`src/rtl/core/asrp_pkg.sv`:
```
// ----------------------------------------------------------------------------
// asrp_pkg
// Shared types and codes for the ARM static relocation patcher.
// ----------------------------------------------------------------------------
package asrp_pkg;

   // relocation type codes (info word bits 7:0)
   localparam logic [7:0] RELOC_ABS32 = 8'd2;
   localparam logic [7:0] RELOC_V4BX  = 8'd40;
   localparam logic [7:0] RELOC_MOVW  = 8'd43;
   localparam logic [7:0] RELOC_MOVT  = 8'd44;
   localparam logic [7:0] RELOC_TMOVW = 8'd47;
   localparam logic [7:0] RELOC_TMOVT = 8'd48;

   // result status codes
   localparam logic [2:0] STATUS_OK           = 3'd0;
   localparam logic [2:0] STATUS_BAD_INDEX    = 3'd1;
   localparam logic [2:0] STATUS_UNRESOLVED   = 3'd2;
   localparam logic [2:0] STATUS_NOT_WRITABLE = 3'd3;
   localparam logic [2:0] STATUS_UNSUPPORTED  = 3'd4;

   // register indexes on the csr port
   localparam int unsigned CSR_INDEX_W = 3;
   localparam logic [CSR_INDEX_W-1:0] CSR_TEXT_LINK_BASE  = 3'd0;
   localparam logic [CSR_INDEX_W-1:0] CSR_TEXT_SPAN       = 3'd1;
   localparam logic [CSR_INDEX_W-1:0] CSR_TEXT_OFFSET_ADD = 3'd2;
   localparam logic [CSR_INDEX_W-1:0] CSR_DATA_LINK_BASE  = 3'd3;
   localparam logic [CSR_INDEX_W-1:0] CSR_DATA_SPAN       = 3'd4;
   localparam logic [CSR_INDEX_W-1:0] CSR_DATA_OFFSET_ADD = 3'd5;
   localparam logic [CSR_INDEX_W-1:0] CSR_COPY_FLAGS      = 3'd6;
   localparam logic [CSR_INDEX_W-1:0] CSR_SYMBOL_COUNT    = 3'd7;

   localparam int unsigned REQ_DATA_W = 144;
   localparam int unsigned RSP_DATA_W = 72;

   typedef struct packed {
      logic [31:0] text_link_base;
      logic [31:0] text_span;
      logic [31:0] text_offset_add;
      logic [31:0] data_link_base;
      logic [31:0] data_span;
      logic [31:0] data_offset_add;
      logic [1:0]  copy_flags;
      logic [15:0] symbol_count;
   } cfg_type;

   typedef struct packed {
      logic [31:0] rel_info;
      logic [31:0] rel_target;
      logic [31:0] symbol_value;
      logic [15:0] symbol_section;
      logic [31:0] target_word;
   } req_item_type;

   // handoff from the resolve stage to the patch stage
   typedef struct packed {
      logic [2:0]  status;      // outcome of the checks ahead of the type check
      logic        check_type;  // all checks passed, type still to be decoded
      logic [7:0]  rel_type;
      logic [31:0] run_symbol;
      logic [31:0] addend;      // target_word - symbol_value
      logic [31:0] target_word;
      logic        in_data;
      logic [31:0] offset;
   } resolve_type;

   typedef struct packed {
      logic [2:0]  status;
      logic        write_enable;
      logic        target_in_data;
      logic [31:0] target_offset;
      logic [31:0] patched_word;
   } rsp_item_type;

endpackage

```
`src/rtl/core/arm_static_reloc_patcher.sv`:
```
// ----------------------------------------------------------------------------
// arm_static_reloc_patcher
// Applies one ARM ELF static relocation entry per item.
// ----------------------------------------------------------------------------
// Each req item is one relocation entry together with its symbol's value and
// section and the current word at the target; each rsp item gives a status,
// whether to write back, which copy (text or data) the target lies in, the
// byte offset there and the new word. One result per entry, in order. The
// block takes one entry per clock, held off only by rsp back-pressure, through
// an input register, a resolve stage (range checks, run symbol address,
// target offset) and a patch stage that holds the result register. All three
// stages advance independently, so a stalled rsp side fills the pipe before
// req_tready drops. Configuration is taken on the csr port at any time it is
// valid (csr_ready is tied high); write it only while no entry is in flight.
// ----------------------------------------------------------------------------
module arm_static_reloc_patcher (
   input  logic                                 clock,
   input  logic                                 reset,

   // req_tdata, low bit up: rel_info[31:0], rel_target[31:0],
   // symbol_value[31:0], symbol_section[15:0], target_word[31:0]
   input  logic                                 req_tvalid,
   output logic                                 req_tready,
   input  logic [asrp_pkg::REQ_DATA_W-1:0]      req_tdata,

   // rsp_tdata, low bit up: status[2:0], write_enable, target_in_data,
   // target_offset[31:0], patched_word[31:0], 3 zero pad bits
   output logic                                 rsp_tvalid,
   input  logic                                 rsp_tready,
   output logic [asrp_pkg::RSP_DATA_W-1:0]      rsp_tdata,

   input  logic                                 csr_valid,
   output logic                                 csr_ready,
   input  logic [asrp_pkg::CSR_INDEX_W-1:0]     csr_index,
   input  logic [31:0]                          csr_data
);
   import asrp_pkg::*;

   cfg_type      cfg;
   req_item_type item_ff, item_in;
   resolve_type  res;
   rsp_item_type rsp;

   logic in_valid_ff, in_valid_in;
   logic mid_valid_ff, mid_valid_in;
   logic out_valid_ff, out_valid_in;
   logic out_free, mid_free, in_free;
   logic req_take;

   assign csr_ready = 1'b1;

   asrp_csr u_csr (
      .clock     (clock),
      .reset     (reset),
      .csr_valid (csr_valid),
      .csr_index (csr_index),
      .csr_data  (csr_data),
      .cfg       (cfg)
   );

   // Each stage may load when it is empty or its content moves on.
   assign out_free   = !out_valid_ff || rsp_tready;
   assign mid_free   = !mid_valid_ff || out_free;
   assign in_free    = !in_valid_ff || mid_free;
   assign req_tready = in_free;
   assign req_take   = req_tvalid && in_free;

   assign in_valid_in  = in_free  ? req_tvalid   : in_valid_ff;
   assign mid_valid_in = mid_free ? in_valid_ff  : mid_valid_ff;
   assign out_valid_in = out_free ? mid_valid_ff : out_valid_ff;

   always_ff @(posedge clock) begin
      if (reset) begin
         in_valid_ff  <= 1'b0;
         mid_valid_ff <= 1'b0;
         out_valid_ff <= 1'b0;
      end else begin
         in_valid_ff  <= in_valid_in;
         mid_valid_ff <= mid_valid_in;
         out_valid_ff <= out_valid_in;
      end
   end

   // input register, unpacked from the stream word
   always_comb begin
      item_in.rel_info       = req_tdata[31:0];
      item_in.rel_target     = req_tdata[63:32];
      item_in.symbol_value   = req_tdata[95:64];
      item_in.symbol_section = req_tdata[111:96];
      item_in.target_word    = req_tdata[143:112];
   end

   always_ff @(posedge clock) begin
      if (req_take) begin
         item_ff <= item_in;
      end
   end

   asrp_resolve u_resolve (
      .clock (clock),
      .load  (in_valid_ff && mid_free),
      .cfg   (cfg),
      .item  (item_ff),
      .res   (res)
   );

   asrp_patch u_patch (
      .clock (clock),
      .load  (mid_valid_ff && out_free),
      .res   (res),
      .rsp   (rsp)
   );

   assign rsp_tvalid = out_valid_ff;
   assign rsp_tdata  = {3'b000, rsp.patched_word, rsp.target_offset,
                        rsp.target_in_data, rsp.write_enable, rsp.status};

   // a write-back only comes with a clean status
   a_write_ok: assert property (@(posedge clock) disable iff (reset)
      (rsp_tvalid && rsp.write_enable) |-> (rsp.status == STATUS_OK))
      else $error("write enabled with failing status");

   // without write-back, copy select and offset read as zero
   a_nowrite_zero: assert property (@(posedge clock) disable iff (reset)
      (rsp_tvalid && !rsp.write_enable) |->
      (!rsp.target_in_data && (rsp.target_offset == 32'd0)))
      else $error("stale target fields on a no-write result");

   // status stays within the defined codes
   a_status_range: assert property (@(posedge clock) disable iff (reset)
      rsp_tvalid |-> (rsp.status <= STATUS_UNSUPPORTED))
      else $error("undefined status code");

   // an accepted item is held in the input stage next cycle
   a_take_lands: assert property (@(posedge clock) disable iff (reset)
      (req_tvalid && req_tready) |=> in_valid_ff)
      else $error("accepted item lost at input register");

   // a full, stalled pipe takes nothing
   a_full_stall: assert property (@(posedge clock) disable iff (reset)
      (in_valid_ff && mid_valid_ff && out_valid_ff && !rsp_tready) |-> !req_tready)
      else $error("item accepted into a full pipeline");

endmodule

```
`src/rtl/core/asrp_csr.sv`:
```
// ----------------------------------------------------------------------------
// asrp_csr
// Configuration register file, one write per cycle, always ready.
// ----------------------------------------------------------------------------
module asrp_csr (
   input  logic                             clock,
   input  logic                             reset,
   input  logic                             csr_valid,
   input  logic [asrp_pkg::CSR_INDEX_W-1:0] csr_index,
   input  logic [31:0]                      csr_data,
   output asrp_pkg::cfg_type                cfg
);
   import asrp_pkg::*;

   cfg_type cfg_ff, cfg_in;

   always_comb begin
      cfg_in = cfg_ff;
      if (csr_valid) begin
         case (csr_index)
            CSR_TEXT_LINK_BASE:  cfg_in.text_link_base  = csr_data;
            CSR_TEXT_SPAN:       cfg_in.text_span       = csr_data;
            CSR_TEXT_OFFSET_ADD: cfg_in.text_offset_add = csr_data;
            CSR_DATA_LINK_BASE:  cfg_in.data_link_base  = csr_data;
            CSR_DATA_SPAN:       cfg_in.data_span       = csr_data;
            CSR_DATA_OFFSET_ADD: cfg_in.data_offset_add = csr_data;
            CSR_COPY_FLAGS:      cfg_in.copy_flags      = csr_data[1:0];
            CSR_SYMBOL_COUNT:    cfg_in.symbol_count    = csr_data[15:0];
            default:             cfg_in = cfg_ff;
         endcase
      end
   end

   always_ff @(posedge clock) begin
      if (reset) begin
         cfg_ff <= '0;
      end else begin
         cfg_ff <= cfg_in;
      end
   end

   assign cfg = cfg_ff;

endmodule

```
`src/rtl/core/asrp_resolve.sv`:
```
// ----------------------------------------------------------------------------
// asrp_resolve
// Second stage: index, symbol and target checks, run address of the symbol.
// ----------------------------------------------------------------------------
module asrp_resolve (
   input  logic                   clock,
   input  logic                   load,
   input  asrp_pkg::cfg_type      cfg,
   input  asrp_pkg::req_item_type item,
   output asrp_pkg::resolve_type  res
);
   import asrp_pkg::*;

   resolve_type res_ff, res_in;

   logic [7:0]  rel_type;
   logic [23:0] sym_index;
   logic [31:0] sym_text_rel, sym_data_rel, tgt_text_rel, tgt_data_rel;
   logic        sym_text, sym_data, tgt_text, tgt_data;
   logic [31:0] run_symbol;
   logic        resolved;

   // a - base is compared against span only when a >= base
   assign sym_text_rel = item.symbol_value - cfg.text_link_base;
   assign sym_data_rel = item.symbol_value - cfg.data_link_base;
   assign tgt_text_rel = item.rel_target - cfg.text_link_base;
   assign tgt_data_rel = item.rel_target - cfg.data_link_base;

   always_comb begin
      rel_type  = item.rel_info[7:0];
      sym_index = item.rel_info[31:8];

      sym_text = (item.symbol_section != 16'd0) &&
                 (item.symbol_value >= cfg.text_link_base) &&
                 (sym_text_rel < cfg.text_span);
      sym_data = (item.symbol_section != 16'd0) &&
                 (item.symbol_value >= cfg.data_link_base) &&
                 (sym_data_rel < cfg.data_span);
      run_symbol = sym_text ? item.symbol_value + cfg.text_offset_add
                            : item.symbol_value + cfg.data_offset_add;
      resolved = (sym_text || sym_data) && !run_symbol[31];

      tgt_text = cfg.copy_flags[0] && (item.rel_target >= cfg.text_link_base) &&
                 (tgt_text_rel < cfg.text_span);
      tgt_data = cfg.copy_flags[1] && (item.rel_target >= cfg.data_link_base) &&
                 (tgt_data_rel < cfg.data_span);

      res_in.check_type = 1'b0;
      if (rel_type == RELOC_V4BX) begin
         res_in.status = STATUS_OK;
      end else if (sym_index >= {8'd0, cfg.symbol_count}) begin
         res_in.status = STATUS_BAD_INDEX;
      end else if (!resolved) begin
         res_in.status = STATUS_UNRESOLVED;
      end else if (!(tgt_text || tgt_data)) begin
         res_in.status = STATUS_NOT_WRITABLE;
      end else begin
         res_in.status     = STATUS_OK;
         res_in.check_type = 1'b1;
      end
      res_in.rel_type    = rel_type;
      res_in.run_symbol  = run_symbol;
      res_in.addend      = item.target_word - item.symbol_value;
      res_in.target_word = item.target_word;
      res_in.in_data     = !tgt_text;
      res_in.offset      = tgt_text ? tgt_text_rel : tgt_data_rel;
   end

   always_ff @(posedge clock) begin
      if (load) begin
         res_ff <= res_in;
      end
   end

   assign res = res_ff;

endmodule

```
`src/rtl/core/asrp_patch.sv`:
```
// ----------------------------------------------------------------------------
// asrp_patch
// Third stage: type decode, word rebase or imm16 insert, result register.
// ----------------------------------------------------------------------------
module asrp_patch (
   input  logic                   clock,
   input  logic                   load,
   input  asrp_pkg::resolve_type  res,
   output asrp_pkg::rsp_item_type rsp
);
   import asrp_pkg::*;

   rsp_item_type rsp_ff, rsp_in;

   logic [31:0] new_word;
   logic        supported;

   // ARM MOVW/MOVT: imm4 in bits 19:16, imm12 in bits 11:0
   function automatic logic [31:0] a32_imm16(input logic [31:0] w,
                                             input logic [15:0] imm);
      logic [31:0] r;
      r        = w;
      r[19:16] = imm[15:12];
      r[11:0]  = imm[11:0];
      return r;
   endfunction

   // Thumb-2 MOVW/MOVT: first halfword in 15:0, second in 31:16
   function automatic logic [31:0] t32_imm16(input logic [31:0] w,
                                             input logic [15:0] imm);
      logic [31:0] r;
      r        = w;
      r[3:0]   = imm[15:12];  // imm4
      r[10]    = imm[11];     // i
      r[30:28] = imm[10:8];   // imm3
      r[23:16] = imm[7:0];    // imm8
      return r;
   endfunction

   always_comb begin
      supported = 1'b1;
      case (res.rel_type)
         RELOC_ABS32: new_word = res.run_symbol + res.addend;
         RELOC_MOVW:  new_word = a32_imm16(res.target_word, res.run_symbol[15:0]);
         RELOC_MOVT:  new_word = a32_imm16(res.target_word, res.run_symbol[31:16]);
         RELOC_TMOVW: new_word = t32_imm16(res.target_word, res.run_symbol[15:0]);
         RELOC_TMOVT: new_word = t32_imm16(res.target_word, res.run_symbol[31:16]);
         default: begin
            new_word  = res.target_word;
            supported = 1'b0;
         end
      endcase

      rsp_in.status         = res.status;
      rsp_in.write_enable   = 1'b0;
      rsp_in.target_in_data = 1'b0;
      rsp_in.target_offset  = '0;
      rsp_in.patched_word   = res.target_word;
      if (res.check_type) begin
         if (supported) begin
            rsp_in.write_enable   = 1'b1;
            rsp_in.target_in_data = res.in_data;
            rsp_in.target_offset  = res.offset;
            rsp_in.patched_word   = new_word;
         end else begin
            rsp_in.status = STATUS_UNSUPPORTED;
         end
      end
   end

   always_ff @(posedge clock) begin
      if (load) begin
         rsp_ff <= rsp_in;
      end
   end

   assign rsp = rsp_ff;

endmodule

```
`config.mk`:
```
export PLATFORM = sky130hd
export DESIGN_NAME = arm_static_reloc_patcher
export DESIGN_NICKNAME = d
export VERILOG_FILES = /design/src/rtl/core/asrp_pkg.sv /design/src/rtl/core/arm_static_reloc_patcher.sv /design/src/rtl/core/asrp_csr.sv /design/src/rtl/core/asrp_resolve.sv /design/src/rtl/core/asrp_patch.sv
export SDC_FILE = /design/constraint.sdc
export NUM_CORES = 1
export LEC_CHECK = 0
export BUFFER_PORTS_ARGS = -buffer_cell sky130_fd_sc_hd__buf_4
export CAP_MARGIN = 20
export CORE_AREA = 2 2 241 243
export CTS_CLUSTER_SIZE = 8
export DETAILED_ROUTE_END_ITERATION = 16
export DIE_AREA = 0 0 243 245
export PLACE_DENSITY_LB_ADDON = 0.1
export SLEW_MARGIN = 20
export SYNTH_ARGS = -nofsm -noshare
export SYNTH_HDL_FRONTEND = slang
export SYNTH_SLANG_ARGS = --single-unit
```
`constraint.sdc`:
```
create_clock -name clock -period 35.2 [get_ports clock]
set_input_delay 3.52 -clock clock [delete_from_list [all_inputs] [get_ports clock]]
set_output_delay 3.52 -clock clock [all_outputs]
set_load 0.1 [all_outputs]
```
==> impl_metrics.py <==
metrics = {
    "status": {
        "status": "completed",
    },
    "cts": {
        "cts_made_buffers": 81,
        "path_clk_slew_ns": 0.05,
        "clk_path_buf_depth": 3,
        "holdBufCountCts": 0,
        "ctsResizeCount": 0,
        "post_cts_buffers": 0,
        "cts-root-buf": "clkbuf_16",
        "clkLatencyLatePin_ns": 0.63,
        "cts_tree": "built",
        "cts_sinks": 566,
        "h-tree-depth": 3,
    },
    "floorplanning": {
        "die_area_um2": 59500,
        "die_y_um": 245,
        "row_count": 88,
        "core_area_um2": 57000,
        "ios": 259,
        "start_util_pct": 59.5,
        "die_x_um": 243,
    },
    "sta": {
        "drv_slew": 0,
        "setup_viol": 0,
        "worst_pin_slew_ns": 1.24,
        "fin_ws_ns": 26.08,
        "fin_crit_sh_pct": 25.9,
        "rsz0062_at_grt": "no",
        "finalSetupTns_ns": 0,
        "finClkSkew_ns": 0.0239,
        "fin_crit_ns": 9.12,
        "max_slew_margin_pct": 16.7,
        "hold_viol": 0,
        "fmax_ghz": 0.110,
    },
    "detailed_routing": {
        "drc": 0,
        "first_pass_iters": 6,
        "vias": 28500,
        "drt-initial-drc-count": 2695,
        "ant_nets": 0,
        "wl_per_cell_um": 23.1,
        "vias_per_cell": 6.19,
        "postRouteWirelength_um": 107000,
    },
    "finish": {
        "multi_input_area_um2": 17900,
        "regArea_um2": 14900,
        "layout.nets": 4342,
        "fillers": 4382,
        "area_growth_pct": 15.1,
        "utilization_pct": 68.6,
        "final_cell_area_um2": 39100,
        "layout-drive-gt1-share_pct": 12.1,
    },
    "worst_setup_path": {
        "crit_path_start_kind": "flip-flop",
        "crit_required_ns": 35.56,
        "r2r-start": "item_ff[49]",
        "cp.arrival_ns": 9.48,
        "reg2reg_setup_slack_ns": 26.08,
        "cpMaxStageDelayCell": "a2111oi_0",
        "rr_worst_depth": 33,
        "endpoint_kind": "flip-flop",
        "rr_endpoint": "u_resolve.res[127]",
        "crit_path_max_incr_delay_ns": 0.75,
        "crit_type": "reg -> reg",
        "critPathMaxFanout": 32,
    },
    "placed_design": {
        "place_ws_ns": 26.23,
        "gp_congestion": 1.01,
        "dp_hpwl_um": 81700,
        "place_area_um2": 36700,
        "io_buffers": 254,
    },
    "power_and_ir_drop": {
        "powerDensity_nw_per_um2": 49.9,
        "share_comb_of_total_power_pct": 22.5,
        "internal-power_mw": 1.37,
        "pwr-share-clk_pct": 37.7,
        "power.switching_mw": 0.578,
        "power_frac_seq_pct": 39.8,
        "sw_frac_of_total_pct": 29.6,
        "p_leak_nw": 15.2,
        "power.ir.vdd_worst_mv": 0.0619,
    },
    "synthesis": {
        "synthArstFlopShare_pct": 0,
        "ys_seq_area_share_pct": 43.8,
        "synthDistinctLibCells": 82,
        "syn_avg_cell_area_um2": 9.61,
        "syn_area_um2": 34000,
        "yosysWarningCount": 0,
        "synth_cells": 3534,
        "synth-edff-count": 353,
        "ys.flop_type": "edfxtp_1",
        "synth_seq_cells": 566,
    },
    "grt": {
        "grt_pass1_wl_um": 161000,
        "gr-total-overflow": 0,
        "grt_max_degree": 115,
        "antenna_found_initial": 3,
        "grt_pass1_vias": 28400,
        "grt_usage_pct": 35.4,
    },
    "worst_hold_path": {
        "hold_path_depth": 0,
        "worstHoldEndpoint": "u_resolve.res[134]",
        "min_from": "item_ff[117]",
        "worstHoldPathType": "reg -> reg",
    },
    "flow_run": {
        "max_cap_viol_count": 0,
    },
}
cells in the mapped netlist, types with 8 or more instances:
cell,n,area [um2]
nor2_1,133,499
a31oi_1,28,175
ha_1,361,4520
nand3_1,45,225
a2111oi_0,10,87.6
a21oi_1,434,2170
dfxtp_1,213,4260
a21boi_0,9,67.6
inv_1,238,893
nand2_1,564,2120
a41oi_1,12,105
o21bai_1,37,278
o21a_1,33,248
and3_1,49,307
nand2b_1,30,188
clkbuf_1,97,364
nor4_1,17,106
mux2i_1,8,80.1
o31ai_1,15,113
a21o_1,113,848
edfxtp_1,353,10600
xnor2_1,138,1210
o211ai_1,19,143
a222oi_1,18,180
nor2b_1,42,263
a211oi_1,20,150
a221oi_1,9,78.8
o21ai_0,135,676
nor3_1,44,220
mux2_2,62,698
xor2_1,59,517
nand4_1,44,275
flip-flops by register name (all words and copies together) (netlist names):
signal and flops:
u_resolve.res 140, mid_valid_ff 1, u_patch.rsp 69, item_ff 144, u_csr.cfg 210, in_valid_ff 1, rsp_tvalid 1
worst max-delay path by stage:
stage | from | to | slack (ns)
after global placement | item_ff[49] | u_resolve.res[127] | 26.48
final | item_ff[49] | u_resolve.res[127] | 26.08
after global routing | item_ff[49] | u_resolve.res[127] | 25.42
after CTS | item_ff[49] | u_resolve.res[127] | 26.20
after floorplan | rsp_tready | u_resolve.res[0] | 20.62
after detailed placement | item_ff[49] | u_resolve.res[127] | 26.23
final cells by class:
cell class              count  share of cell area [%]
clock buffers             134                    5.93
well taps                 765                    2.45
clock inverters             4                   0.182
repair buffers            277                    5.38
flip-flops and latches    566                    38.0
diodes                      1                 0.00640
multi-input cells        2625                    45.7
inverters                 239                    2.29
power by group through the flow:
stage | Clock [mW] | Combinational [mW] | Sequential (mW)
floorplan | 0 | 0.296 | 0.790
global route | 0.768 | 0.480 | 0.777
CTS | 0.742 | 0.429 | 0.775
finish | 0.735 | 0.438 | 0.776
global placement | 0 | 0.411 | 0.787
detailed placement | 0 | 0.425 | 0.788
through the flow:
stage          std cells  hold WS [ns]  power, mW
4_1_cts             4609         0.453       1.95
5_1_grt             4611         0.471       2.02
3_3_place_gp        4471         0.428       1.20
3_5_place_dp        4471         0.441       1.21
6_report            4611         0.452       1.95
2_1_floorplan       3536         0.418       1.09
cell usage in the layout, fill, tap and decap left out, types with 8 or more instances in the layout:
cell / synthesis / final
dfxtp_1: 213 / 213
clkbuf_16: 0 / 84
nor4_1: 17 / 17
nand2_1: 564 / 563
a222oi_1: 18 / 18
nand3_1: 45 / 43
xnor2_1: 138 / 138
o21a_1: 33 / 33
o211ai_1: 19 / 19
and3_1: 49 / 49
a31oi_1: 28 / 27
nand2b_1: 30 / 30
a41oi_1: 12 / 12
o31ai_1: 15 / 15
inv_1: 238 / 238
a21oi_1: 434 / 434
a211oi_1: 20 / 20
nor2_1: 133 / 129
xor2_1: 59 / 59
a2111oi_0: 10 / 10
clkbuf_1: 97 / 47
edfxtp_1: 353 / 353
a221oi_1: 9 / 9
nor2b_1: 42 / 41
buf_4: 5 / 275
o21bai_1: 37 / 37
mux2i_1: 8 / 8
ha_1: 361 / 361
mux2_2: 62 / 62
nand4_1: 44 / 44
a21boi_0: 9 / 8
nor3_1: 44 / 41
a21o_1: 113 / 113
o21ai_0: 135 / 135
kinds of logic (layout without fill, tap and decap cells):
logic type               Yosys count  in the layout  share of synthesized area (%)
AO/OA/AOI/OAI                    969            969                           17.8
XOR/XNOR                         197            197                           5.08
adder cells (fa/ha/maj)          368            368                           13.7
buffers and inverters            345            654                           3.88
flip-flops                       566            566                           43.8
multiplexers                      70             70                           2.29
other                              2              5                         0.0221
AND/OR/NAND/NOR                 1017           1017                           13.5
critical path, delay by kind of cell (launching register included):
| kind | cells | cell delay (ns) |
|---|---|---|
| fa+ha+maj | 3 | 1.10 |
| buf+inv | 3 | 0.66 |
| flops | 1 | 0.55 |
| xor+xnor | 2 | 0.19 |
| mux | 1 | 0.39 |
| simple gates | 6 | 1.05 |
| compound gates | 18 | 4.87 |
layer usage:
layer  vias to the layer above  track usage (%)  wire length (um)
met1                     13600             46.5             43800
met5                         -                0                12
met4                         2             18.0              5680
li1                      13300                -                 -
met2                      1347             57.9             48800
met3                       271             4.59              8390
(Power assumes the default switching activity.)
